--- config.mk ---
export PLATFORM = sky130hd
export DESIGN_NAME = blpf_front
export DESIGN_NICKNAME = d
export VERILOG_FILES = /design/src/design/blpf_pkg.sv /design/src/design/blpf_front.sv
export SDC_FILE = /design/constraint.sdc
export NUM_CORES = 1
export LEC_CHECK = 0
export BUFFER_PORTS_ARGS = -buffer_cell sky130_fd_sc_hd__buf_2
export CAP_MARGIN = 0
export CORE_MARGIN = 2
export CORE_UTILIZATION = 45
export DETAILED_ROUTE_END_ITERATION = 10
export GPL_TIMING_DRIVEN = 0
export PLACE_DENSITY = 0.81
export REMOVE_ABC_BUFFERS = 1
export SKIP_CTS_REPAIR_TIMING = 1
export SYNTH_ARGS = -nofsm -noshare
export SYNTH_HDL_FRONTEND = slang
export SYNTH_SLANG_ARGS = --single-unit
--- constraint.sdc ---
create_clock -name clk -period 4.63 [get_ports clk]
set_input_delay 0 -clock clk [delete_from_list [all_inputs] [get_ports clk]]
set_output_delay 0 -clock clk [all_outputs]
set_load 0.005 [all_outputs]
--- src/design/blpf_pkg.sv ---
// ----------------------------------------------------------------------------
// blpf_pkg
// Types and constants shared by the packet descriptor FIFO.
// ----------------------------------------------------------------------------
package blpf_pkg;

    localparam int unsigned DEPTH_DEFAULT = 256;

    localparam int unsigned LIMIT_W  = 32;
    localparam int unsigned SIZE_W   = 24;
    localparam int unsigned HANDLE_W = 32;
    localparam int unsigned DESC_W   = HANDLE_W + SIZE_W;
    localparam int unsigned CNT_OUT_W = 9;
    localparam int unsigned CFG_IDX_W = 1;

    localparam logic [LIMIT_W-1:0] LIMIT_RESET = 32'd1048576;

    localparam logic [CFG_IDX_W-1:0] REG_VIDEO_LIMIT = 1'd0;
    localparam logic [CFG_IDX_W-1:0] REG_AUDIO_LIMIT = 1'd1;

    localparam logic [1:0] KIND_PUT   = 2'd0;
    localparam logic [1:0] KIND_GET   = 2'd1;
    localparam logic [1:0] KIND_FLUSH = 2'd2;
    localparam logic [1:0] KIND_NOP   = 2'd3;

    localparam logic [1:0] TYPE_VIDEO = 2'd0;
    localparam logic [1:0] TYPE_AUDIO = 2'd1;

    typedef enum logic [1:0] {
        OP_PUT,
        OP_GET,
        OP_FLUSH,
        OP_NOP
    } op_t;

    typedef enum logic [2:0] {
        ST_OK    = 3'd0,
        ST_VIDEO = 3'd1,
        ST_AUDIO = 3'd2,
        ST_EMPTY = 3'd3,
        ST_FULL  = 3'd4
    } status_t;

    typedef enum logic {
        BK_EXEC,
        BK_READ
    } back_state_t;

    typedef struct packed {
        op_t                 op;
        logic [1:0]          pkt_type;
        logic [SIZE_W-1:0]   size;
        logic [HANDLE_W-1:0] handle;
    } item_t;

    typedef struct packed {
        status_t              status;
        logic [HANDLE_W-1:0]  handle;
        logic [SIZE_W-1:0]    size;
        logic [CNT_OUT_W-1:0] count;
        logic [LIMIT_W-1:0]   bytes;
    } result_t;

endpackage

--- src/design/blpf_front.sv ---
// ----------------------------------------------------------------------------
// blpf_front
// Accepts input beats, decodes the operation and holds them in a two-entry
// queue for the back end.
// ----------------------------------------------------------------------------
module blpf_front (
    input  logic                          clk,
    input  logic                          rst_n,
    input  logic                          in_valid,
    output logic                          in_ready,
    input  logic [1:0]                    kind,
    input  logic [1:0]                    pkt_type,
    input  logic [blpf_pkg::SIZE_W-1:0]   pkt_size,
    input  logic [blpf_pkg::HANDLE_W-1:0] pkt_handle,
    output logic                          q_valid,
    output blpf_pkg::item_t               q_item,
    input  logic                          q_pop
);
    import blpf_pkg::*;

    item_t      slot_reg [2];
    logic       wr_ptr_reg, wr_ptr_next;
    logic       rd_ptr_reg, rd_ptr_next;
    logic [1:0] cnt_reg, cnt_next;
    logic       push;
    item_t      dec_item;

    always_comb
    begin
        dec_item.pkt_type = pkt_type;
        dec_item.size     = pkt_size;
        dec_item.handle   = pkt_handle;
        unique case (kind)
            KIND_PUT:   dec_item.op = OP_PUT;
            KIND_GET:   dec_item.op = OP_GET;
            KIND_FLUSH: dec_item.op = OP_FLUSH;
            KIND_NOP:   dec_item.op = OP_NOP;
        endcase
    end

    assign in_ready = (cnt_reg != 2'd2);
    assign push     = in_valid && in_ready;
    assign q_valid  = (cnt_reg != 2'd0);
    assign q_item   = slot_reg[rd_ptr_reg];

    always_comb
    begin
        wr_ptr_next = push  ? ~wr_ptr_reg : wr_ptr_reg;
        rd_ptr_next = q_pop ? ~rd_ptr_reg : rd_ptr_reg;
        cnt_next    = cnt_reg + {1'b0, push} - {1'b0, q_pop};
    end

    always_ff @(posedge clk or negedge rst_n)
    begin
        if (!rst_n)
        begin
            wr_ptr_reg <= 1'b0;
            rd_ptr_reg <= 1'b0;
            cnt_reg    <= 2'd0;
        end
        else
        begin
            wr_ptr_reg <= wr_ptr_next;
            rd_ptr_reg <= rd_ptr_next;
            cnt_reg    <= cnt_next;
        end
    end

    always_ff @(posedge clk)
    begin
        if (push)
        begin
            slot_reg[wr_ptr_reg] <= dec_item;
        end
    end

endmodule

# Yosys cells after proc, flatten, opt, wreduce, memory -nomap -nowiden
# Memory sizes are Yosys's and may differ from the RTL's.
# Cells that the tools add are included.
dict set report word_totals {
  latchBits 0
  ram_bits 120
  romBits 0
  memories 1
  word_cells 18
  regBits 4
  out_inout_bits 62
  input_bits 64
}
# memory words width rd rd_ports_with_merged_regs wr line_no
set memory_table {}
lappend memory_table {slot_reg 2 60 1 0 1 blpf_front.sv:21} ;# item_t slot_reg [2];
dict set report op_classes {
  n_div 0
  n_shift 0
  add_sub_neg 2
  magnitude_cmp 0
  n_mux 3
  n_eq_ne 4
  n_bitwise 2
  reduce_logical 3
  multipliers 0
}
# operator n
set ops {}
lappend ops {{one-hot mux 2 bit (4 select lines)} 1}
lappend ops {{== test 2 bit (second input constant)} 2}
lappend ops {{adder 2 x 1 -> 2 bit} 1}
lappend ops {{== test 2 x 1 -> 1 bit (second input constant)} 1}
lappend ops {{logical NOT 2 bit} 1}
lappend ops {{2-to-1 mux 1 bit} 2}
lappend ops {{!= test 2 bit (second input constant)} 1}
lappend ops {{inverter 1 bit} 2}
lappend ops {{nonzero test 2 bit} 1}
lappend ops {{subtractor 2 x 1 -> 2 bit} 1}
lappend ops {{logical AND 1 bit} 1}

# Longest topological paths before layout
# Gate-level depths: netlist of run 1.
dict set report depth {
  ltp_word 4
  depth_mapped 5
  ltp_nobuf 5
}

# Worst setup path after synthesis of run 1
# Ideal clock, no wire load.
dict set report synth_timing {
  path_kind {reg-to-reg}
  startpoint {reg cnt_reg[1]}
  endpoint {mem slot_reg[0][0] (netlist name) (enable)}
  required_time_ps 4152
  stages_incl_launch_ff 4
  arrival_ps 3163
  period_less_slack_ps 3641
  setup_slack_ps 989
  path_buffers 0
  setup_ps 478
  cell_sequence {dfrtp_1 > nand2b_1 > nand2_1 > nor2_1}
}
dict set report synth_via {
  elab_chain_len 4
}
# element line_no
set synth_rtl {}
lappend synth_rtl {{from (decl)} blpf_front.sv:24} ;# logic [1:0] cnt_reg, cnt_next;
lappend synth_rtl {{from (signal assigned)} blpf_front.sv:65} ;# cnt_reg <= cnt_next;
lappend synth_rtl {{!= test 2 bit} blpf_front.sv:41} ;# assign in_ready = (cnt_reg != 2'd2);
lappend synth_rtl {{named net in_ready} blpf_front.sv:10} ;# output logic in_ready,
lappend synth_rtl {{logical AND 1 bit} blpf_front.sv:42} ;# assign push = in_valid && in_ready;
lappend synth_rtl {{2-to-1 mux 1 bit} blpf_front.sv:71} ;# if (push)
lappend synth_rtl {{2-to-1 mux 1 bit (not written as such)} blpf_front.sv:73} ;# slot_reg[wr_ptr_reg] <= dec_item;
lappend synth_rtl {{to (decl)} blpf_front.sv:21}
# The timed path passes the listed nets, and every way through them passes these cells.

# Final worst setup path of run 1
dict set report layout_timing {
  startpoint {reg cnt_reg[1]}
  endpoint {mem slot_reg[0][10] (netlist name) (enable)}
}
dict set report layout_via {
  elab_chain_len 4
}
# element line_no
set layout_rtl {}
lappend layout_rtl {{!= test 2 bit} blpf_front.sv:41}
lappend layout_rtl {{logical AND 1 bit} blpf_front.sv:42}
lappend layout_rtl {{2-to-1 mux 1 bit} blpf_front.sv:71}
lappend layout_rtl {{2-to-1 mux 1 bit (not written as such)} blpf_front.sv:73}
# No other way between the ends.

==> metrics.md, run 1 <==
| Metric | Value |
|---|---|
| Status | finished clean |
| Synth warnings | 0 |
| Count of boundary I/O pins | between 100 and 150 |
| GR Util All Layers | about 14% |
| Initial core utilization | a little under half |
| CP startpoint | cnt_reg[1] |
| Most common cell after layout, fill and taps aside | buf_2 |
| Reg clk slew, reported paths | 60 ps |
| Final ANT Viol Nets | 0 |
| Root Driver | clkbuf_8 |
| Sequential fraction of the synthesis area | 77.28% |
| Worst setup EP type | register |
| Syn Std Cell Area | around 4800 um2 |
| R2R Path Start | cnt_reg[1] |
| Area delta synth->final | 41.49% |
| Largest cells by area after synthesis | edfxtp_1 75%, mux2_4 18%, dfrtp_1 2.1% |
| CTS buffer count | 17 |
| Max cap viols | 0 |
| Distinct cells, synth | 17 |
| Drt initial violations | 77 |
| Synthesized area per cell | approximately 23 um2 |
| First-pass GRT wire length | 12.14 mm |
| Clk_lat worst skew | between 500 and 600 ps |
| Combinational share of power | 28.1% |
| Area share of the largest cell type after synthesis | between 70% and 80% |
| Worst path arrival time | between 2000 and 2500 ps |
| Final setup viols | 0 |
| ANT cells | 0 |
| Routed wire length per instance | roughly 15 um |
| Most frequent cells in the layout | 125 x buf_2, 120 x edfxtp_1, 64 x dlygate4sd3_1 |
| Measured slew at the worst slew-check pin | 935.7 ps |
| Synth Register Bits | around 120 |
| Vias | roughly 2,500 |
| P_int | just over 3000 uW |
| Critical path class | register to register |
| Critical Path RT | 4830 ps |
| Die area | about 11,000 um2 |
| Port bufs | 125 |
| Clock share of power | roughly a third |
| Ratio of cells with drive above 1 in the final layout | 51.91% |
| # fillers | roughly 700 |
| Pwr Density | ~600 nW/um2 |
| Final Util | between 60% and 70% |
| P_sw | about 1000 uW |
| Peak VDD IR | around 550 uV |
| Final hold viol count | 0 |
| CTS max path bufs | 2 |
| Largest area contributor in the netlist | edfxtp_1 |
| Hold WS | 217.7 ps |
| Max FFs per register | 120 |
| Grt ovf | 0 |
| Initial antenna violation count | 0 |
| Core Region | between 10,000 and 15,000 um2 |
| Syn Inst Count | just over 200 |
| Min-delay src | kind[1] |
| Maximum clock frequency | 481.8 MHz |
| Post-route insts no fill | ~550 |
| Largest net degree at the start of global routing | 61 |
| DR DRC count | 0 |
| Row Count | 37 |
| Die Ht | roughly 110 um |
| Chip width | between 100 and 150 um |
| Cells after DPL | 460 |
| Hold/Removal Path Class | input port to register |
| Final min period | slightly above 2000 ps |
| Startpoint Class | register |
| Final Power | a little over 4000 uW |
| Final period utilization | ~45% |
| Unrepaired setup endpoints after global routing | no |
| RD Place Congestion | between 0.6 and 0.7 |
| CTS tree | done |
| Slew HR | 37.47% |
| H-tree depth | 4 |
| Share of power burned in registers | between 40% and 50% |
| TritonCTS Sinks | roughly 120 |
| Clock Skews | between 9 and 10 ps |
| Final wirelength | roughly 8.5 mm |
| Nets@finish | about 470 |
| Register cell area after layout | between 3000 and 4000 um2 |
| Via density | 4.587 |
| Leakage | ~0.0028 uW |
| Setup TNS | 0 ps |
| Switch share | about a quarter |
| Area taken by multi-input logic gates | a little over 1000 um2 |
| Crit path max fanout | 31 |
| Vias in the first global route | approximately 2,500 |
| Hpwl dp | 4.912 mm |
| TritonRoute pass-1 iters | 4 |
| Final count of pins violating max slew | 0 |
[kinds of logic (layout without fill, tap and decap cells)]
group	after synthesis	in the layout	synth area share, %
multiplexers	60	60	18.72
adder cells (fa/ha/maj)	1	1	0.2611
XOR/XNOR	4	4	0.7312
AND/OR/NAND/NOR	6	6	0.8095
AO/OA/AOI/OAI	2	2	0.3917
buffers and inverters	9	221	1.802
flip-flops	124	124	77.28
[through the flow]
stage / instance area [um2] / setup WS (ps)
4_1_cts: 6140 / 2502
6_report: 6780 / 2554
3_3_place_gp: 5502 / -378.4
3_5_place_dp: 5565 / 2514
5_1_grt: 6780 / 2363
2_1_floorplan: 4706 / 989.1
[area by class of cell]
cell class              instances  share of cell area [%]
repair buffers                191                   19.38
clock inverters                10                   2.196
clock buffers                  20                   6.274
flip-flops and latches        124                   54.68
well taps                     136                   2.510
multi-input cells              73                   14.97
[power by group through the flow]
stage	clock [uW]	combinational, uW	sequential, uW
6_report	1280	1140	1650
5_1_grt	1360	1240	1670
4_1_cts	1320	1130	1650
3_5_place_dp	0	1130	1670
3_3_place_gp	0	1050	1790
2_1_floorplan	0	688	1740
[metal layers]
metal  vias up  share of wire [%]  global-route usage, %
met2        84                 55                  23.96
met5         -                  0                      0
met1      1236                 38                  15.82
met4         0               0.47                  5.844
li1       1217                  -                      -
met3         4                6.4                  6.444
[cell usage after synthesis]
library cell  instances
mux2_2                1
mux2_4               59
nor2_1                1
xor2_1                1
a21oi_2               1
nor3b_2               1
dfrtp_1               4
and3_1                1
buf_6                 7
clkbuf_1              2
ha_1                  1
or2_2                 1
edfxtp_1            120
xnor2_1               3
nand2_1               1
nand2b_1              1
a21bo_1               1
[worst paths after layout]
kind / end / slack (ps) / cells after the start
hold / removal: slot_reg[1][59] / 220 / 2
min in group asynchronous: cnt_reg[0] / 400 / 3
setup reg to reg: slot_reg[0][10] / 2550 / 4
setup / recovery: slot_reg[0][10] / 2550 / 4
max in group asynchronous: rd_ptr_reg / 4040 / 3
hold reg to reg: wr_ptr_reg / 560 / 1
[critical path, cell delays in order (launching register included)]
cell	delay [ps]
dfrtp_1	420
nand2b_1	140
nand2_1	160
nor2_4	740
buf_12	290
Power figures use the tool's default switching activity.
==> run 2: changes to the inputs <==
- ABC_AREA: unset -> 1
- PLACE_DENSITY: 0.81 -> 0.83
- clock period: 4.63 -> 1.7 ns (I/O delays scaled with it)
==> metrics.md, run 2 <==
| Metric | Value |
|---|---|
| Post-synth EDFFs | 120 (unchanged) |
| Synthesized area per cell | 22.43 um2 (-3.6%) |
| Final period utilization | 103.4% |
| Peak VDD IR | 1145 uV (+110%) |
| Switch share | 26.53% (+1.7 points) |
| Sequential fraction of the synthesis area | 76.43% (-0.86 points) |
| Count leader, synth | edfxtp_1 |
| Root Driver | clkbuf_8 |
| Pwr Density | 1659 nW/um2 (+180%) |
| Register cell area after layout | 3707 um2 (unchanged) |
| Die area | 11,610 um2 (+1.1%) |
| Final Power | 12,080 uW (+200%) |
| Largest cells by area after synthesis | edfxtp_1 74%, mux2_4 18%, buf_12 2.5% |
| Largest delay share family, worst path | flip-flops |
| Vias in the first global route | 2,582 (+3.4%) |
| Syn Inst Count | 216 (+4.9%) |
| Synth warnings | 0 (unchanged) |
| CP startpoint | rd_ptr_reg |
| Area taken by multi-input logic gates | 1005 um2 (-0.99%) |
| TritonRoute pass-1 iters | 4 (unchanged) |
| Status | complete, but fails checks |
| Hold/Removal Path Class | input port to register |
| Critical path class | register to output pin |
| Worst path arrival time | 1760 ps (-510 ps) |
| Critical path depth in cells | 4 (unchanged) |
| Slew HR | 81.61% (+44 points) |
| Reg2reg setup slack | 180 ps (-2370 ps) |
| Chip width | 107.8 um (+0.54%) |
| Final hold viol count | 0 (unchanged) |
| Final setup viols | 47 (+47) |
| Initial core utilization | 46.73% (+0.31 points) |
| Asr flop ratio synth | 3.226% (unchanged) |
| Routed wire length per instance | 17.33 um (+13%) |
| GRT met1 Usage | 17.07% (+1.3 points) |
| H-tree depth | 4 (unchanged) |
| CP Buf/Inv Count | 3 (+2) |
| RD Place Congestion | 0.6598 (+0.84%) |
| CTS max path bufs | 2 (unchanged) |
| Count of boundary I/O pins | 126 (unchanged) |
| DR DRC count | 0 (unchanged) |
| Final wirelength | 10.11 mm (+19%) |
| Reg clk slew, reported paths | 60 ps (about the same) |
| Crit path to | q_item[43] |
| P_sw | 3204 uW (+220%) |
| Row Count | 37 (unchanged) |
| TritonCTS Sinks | 124 (unchanged) |
| P_int | 8873 uW (+190%) |
| Critical Path RT | 1700 ps (-3130 ps) |
| Area delta synth->final | 50.25% |
| Core Region | 10,370 um2 (+0.45%) |
| Nets@finish | 499 (+5.7%) |
| Leakage | 0.002979 uW (+8.3%) |
| Unrepaired setup endpoints after global routing | yes |
| Setup TNS | -1758 ps (-1758 ps) |
| # fillers | 664 (-4.9%) |
| Worst R2R Path Depth | 12 (+8) |
| Measured slew at the worst slew-check pin | 275.9 ps (-659.8 ps) |
| Commonest cells in the synthesized netlist | 120 x edfxtp_1, 59 x mux2_4, 10 x nand2_1, 6 x buf_12, 5 x inv_1 |
| Most common cell after layout, fill and taps aside | edfxtp_1 |
| Maximum clock frequency | about 570 MHz |
| First-pass GRT wire length | 12.43 mm (+2.4%) |
| Met2 Usage GRT | 23.99% (+0.029 points) |
| Hpwl dp | 5.450 mm (+11%) |
| Combinational share of power | 38.0% (+9.9 points) |
| Die Ht | 107.8 um (+0.54%) |
| Reg2reg end | cnt_reg[1] |
| Distinct cells, synth | 15 (-2) |
| Drt initial violations | 112 (+45%) |
| CP max-delay cell | dfrtp_4 |
| Max cap viols | 0 (unchanged) |
| Largest area contributor in the netlist | edfxtp_1 |
| Share of power burned in registers | 36.4% (-4.0 points) |
| Clock share of power | 25.7% (-5.8 points) |
| Violated checks | setup timing |
| Worst setup EP type | output pin |
| Startpoint Class | register |
| Final count of pins violating max slew | 0 (unchanged) |
| Final min period | approximately 1800 ps |
| Worst-path cell chain | buf_12 > clkbuf_16 > mux2_4 > buf_6 |
| ANT cells | 0 (unchanged) |
| Synth Register Bits | 124 (unchanged) |
| Ratio of cells with drive above 1 in the final layout | 52.80% (+0.88 points) |
| Final Util | 70.21% (+4.5 points) |
| Grt ovf | 0 (unchanged) |
| CTS tree | done |
| Via density | 4.642 (+1.2%) |
| Port bufs | 125 (unchanged) |
| Most frequent cells in the layout | 120 x edfxtp_1, 86 x buf_2, 64 x dlygate4sd3_1 |
| Area share of the largest cell type after synthesis | 74.36% (-0.83 points) |
| CTS buffer count | 17 (unchanged) |
| CP max stage delay | 510 ps (-230 ps) |
| Busiest grt layer | met2 |
| R2R Path Start | cnt_reg[0] |
| Worst slack, placed | -214.3 ps (-2729 ps) |
| Clk_lat worst skew | 500 ps (about the same) |
| Vias | 2,706 (+6.5%) |
| Syn Std Cell Area | 4846 um2 (+1.1%) |
| Grt met3 use | 6.053% (-0.39 points) |
| Most used DFF post-synth | edfxtp_1 |
| Setup ws final | -57.01 ps (-2611 ps) |
| GR Util All Layers | 14.59% (+0.29 points) |
| Max FFs per register | 120 (unchanged) |
| Largest net degree at the start of global routing | 35 (-43%) |
| Final ANT Viol Nets | 0 (unchanged) |
| Initial antenna violation count | 0 (unchanged) |
| Crit path max fanout | 9 (-71%) |
| Clock Skews | 7.278 ps (-2.007 ps) |
-- run 2: area by class of cell --
cell class	count	share of cell area (%)
sequential	124	50.92
timing repair buffer	208	25.49
multi-input combinational	78	13.80
clock buffer	19	5.791
tap	136	2.337
clock inverter	13	1.409
inverter	5	0.2578
-- run 2: cell families (layout without fill, tap and decap cells) --
logic type | Yosys count | in the layout | share of synthesized area, %
xor+xnor | 1 | 1 | 0.1808
flops | 124 | 124 | 76.43
mux | 60 | 60 | 18.51
compound gates | 1 | 1 | 0.1032
fa+ha+maj | 1 | 1 | 0.2582
simple gates | 15 | 15 | 1.265
buf+inv | 14 | 245 | 3.253
-- run 2: worst min path at each step --
| stage | startpoint | endpoint | depth (start not counted) |
|---|---|---|---|
| floorplan | rst_n | cnt_reg[0] | 0 |
| global placement | rst_n | wr_ptr_reg | 1 |
| detailed placement | rst_n | wr_ptr_reg | 1 |
| CTS | rst_n | wr_ptr_reg | 1 |
| global route | pkt_handle[20] | slot_reg[1][20] | 2 |
| finish | pkt_size[4] | slot_reg[0][36] | 2 |
-- run 2: layer usage --
layer,vias up,wire length [um],part of all wire (%)
li1,1274,-,-
met1,1323,4183,41
met2,98,5340,53
met3,11,499,4.9
met4,0,82,0.81
met5,-,0,0
-- run 2: through the flow --
| step | hold slack, ps | area [um2] | instances |
|---|---|---|---|
| 2_1_floorplan | -295.6 | 4707 | 207 |
| 3_3_place_gp | -193.7 | 5503 | 468 |
| 3_5_place_dp | -185.4 | 5644 | 473 |
| 5_1_grt | 201.2 | 7281 | 583 |
| 4_1_cts | -724.3 | 6168 | 505 |
| 6_report | 226.6 | 7281 | 583 |
-- run 2: power groups by stage --
stage	Sequential, uW	Clock [uW]	Combinational [uW]
finish	4390	3100	4580
global route	4450	3330	4880
CTS	4560	3180	3140
detailed placement	4620	0	3140
global placement	4520	0	2060
floorplan	4660	0	1680
-- run 2: worst reg2reg max path: cells and delay by family (launching register included) --
family / cells / cell delay, ps
DFF: 1 / 380
buffers and inverters: 3 / 200
adders and majority gates: 1 / 190
and+or+nand+nor: 8 / 660
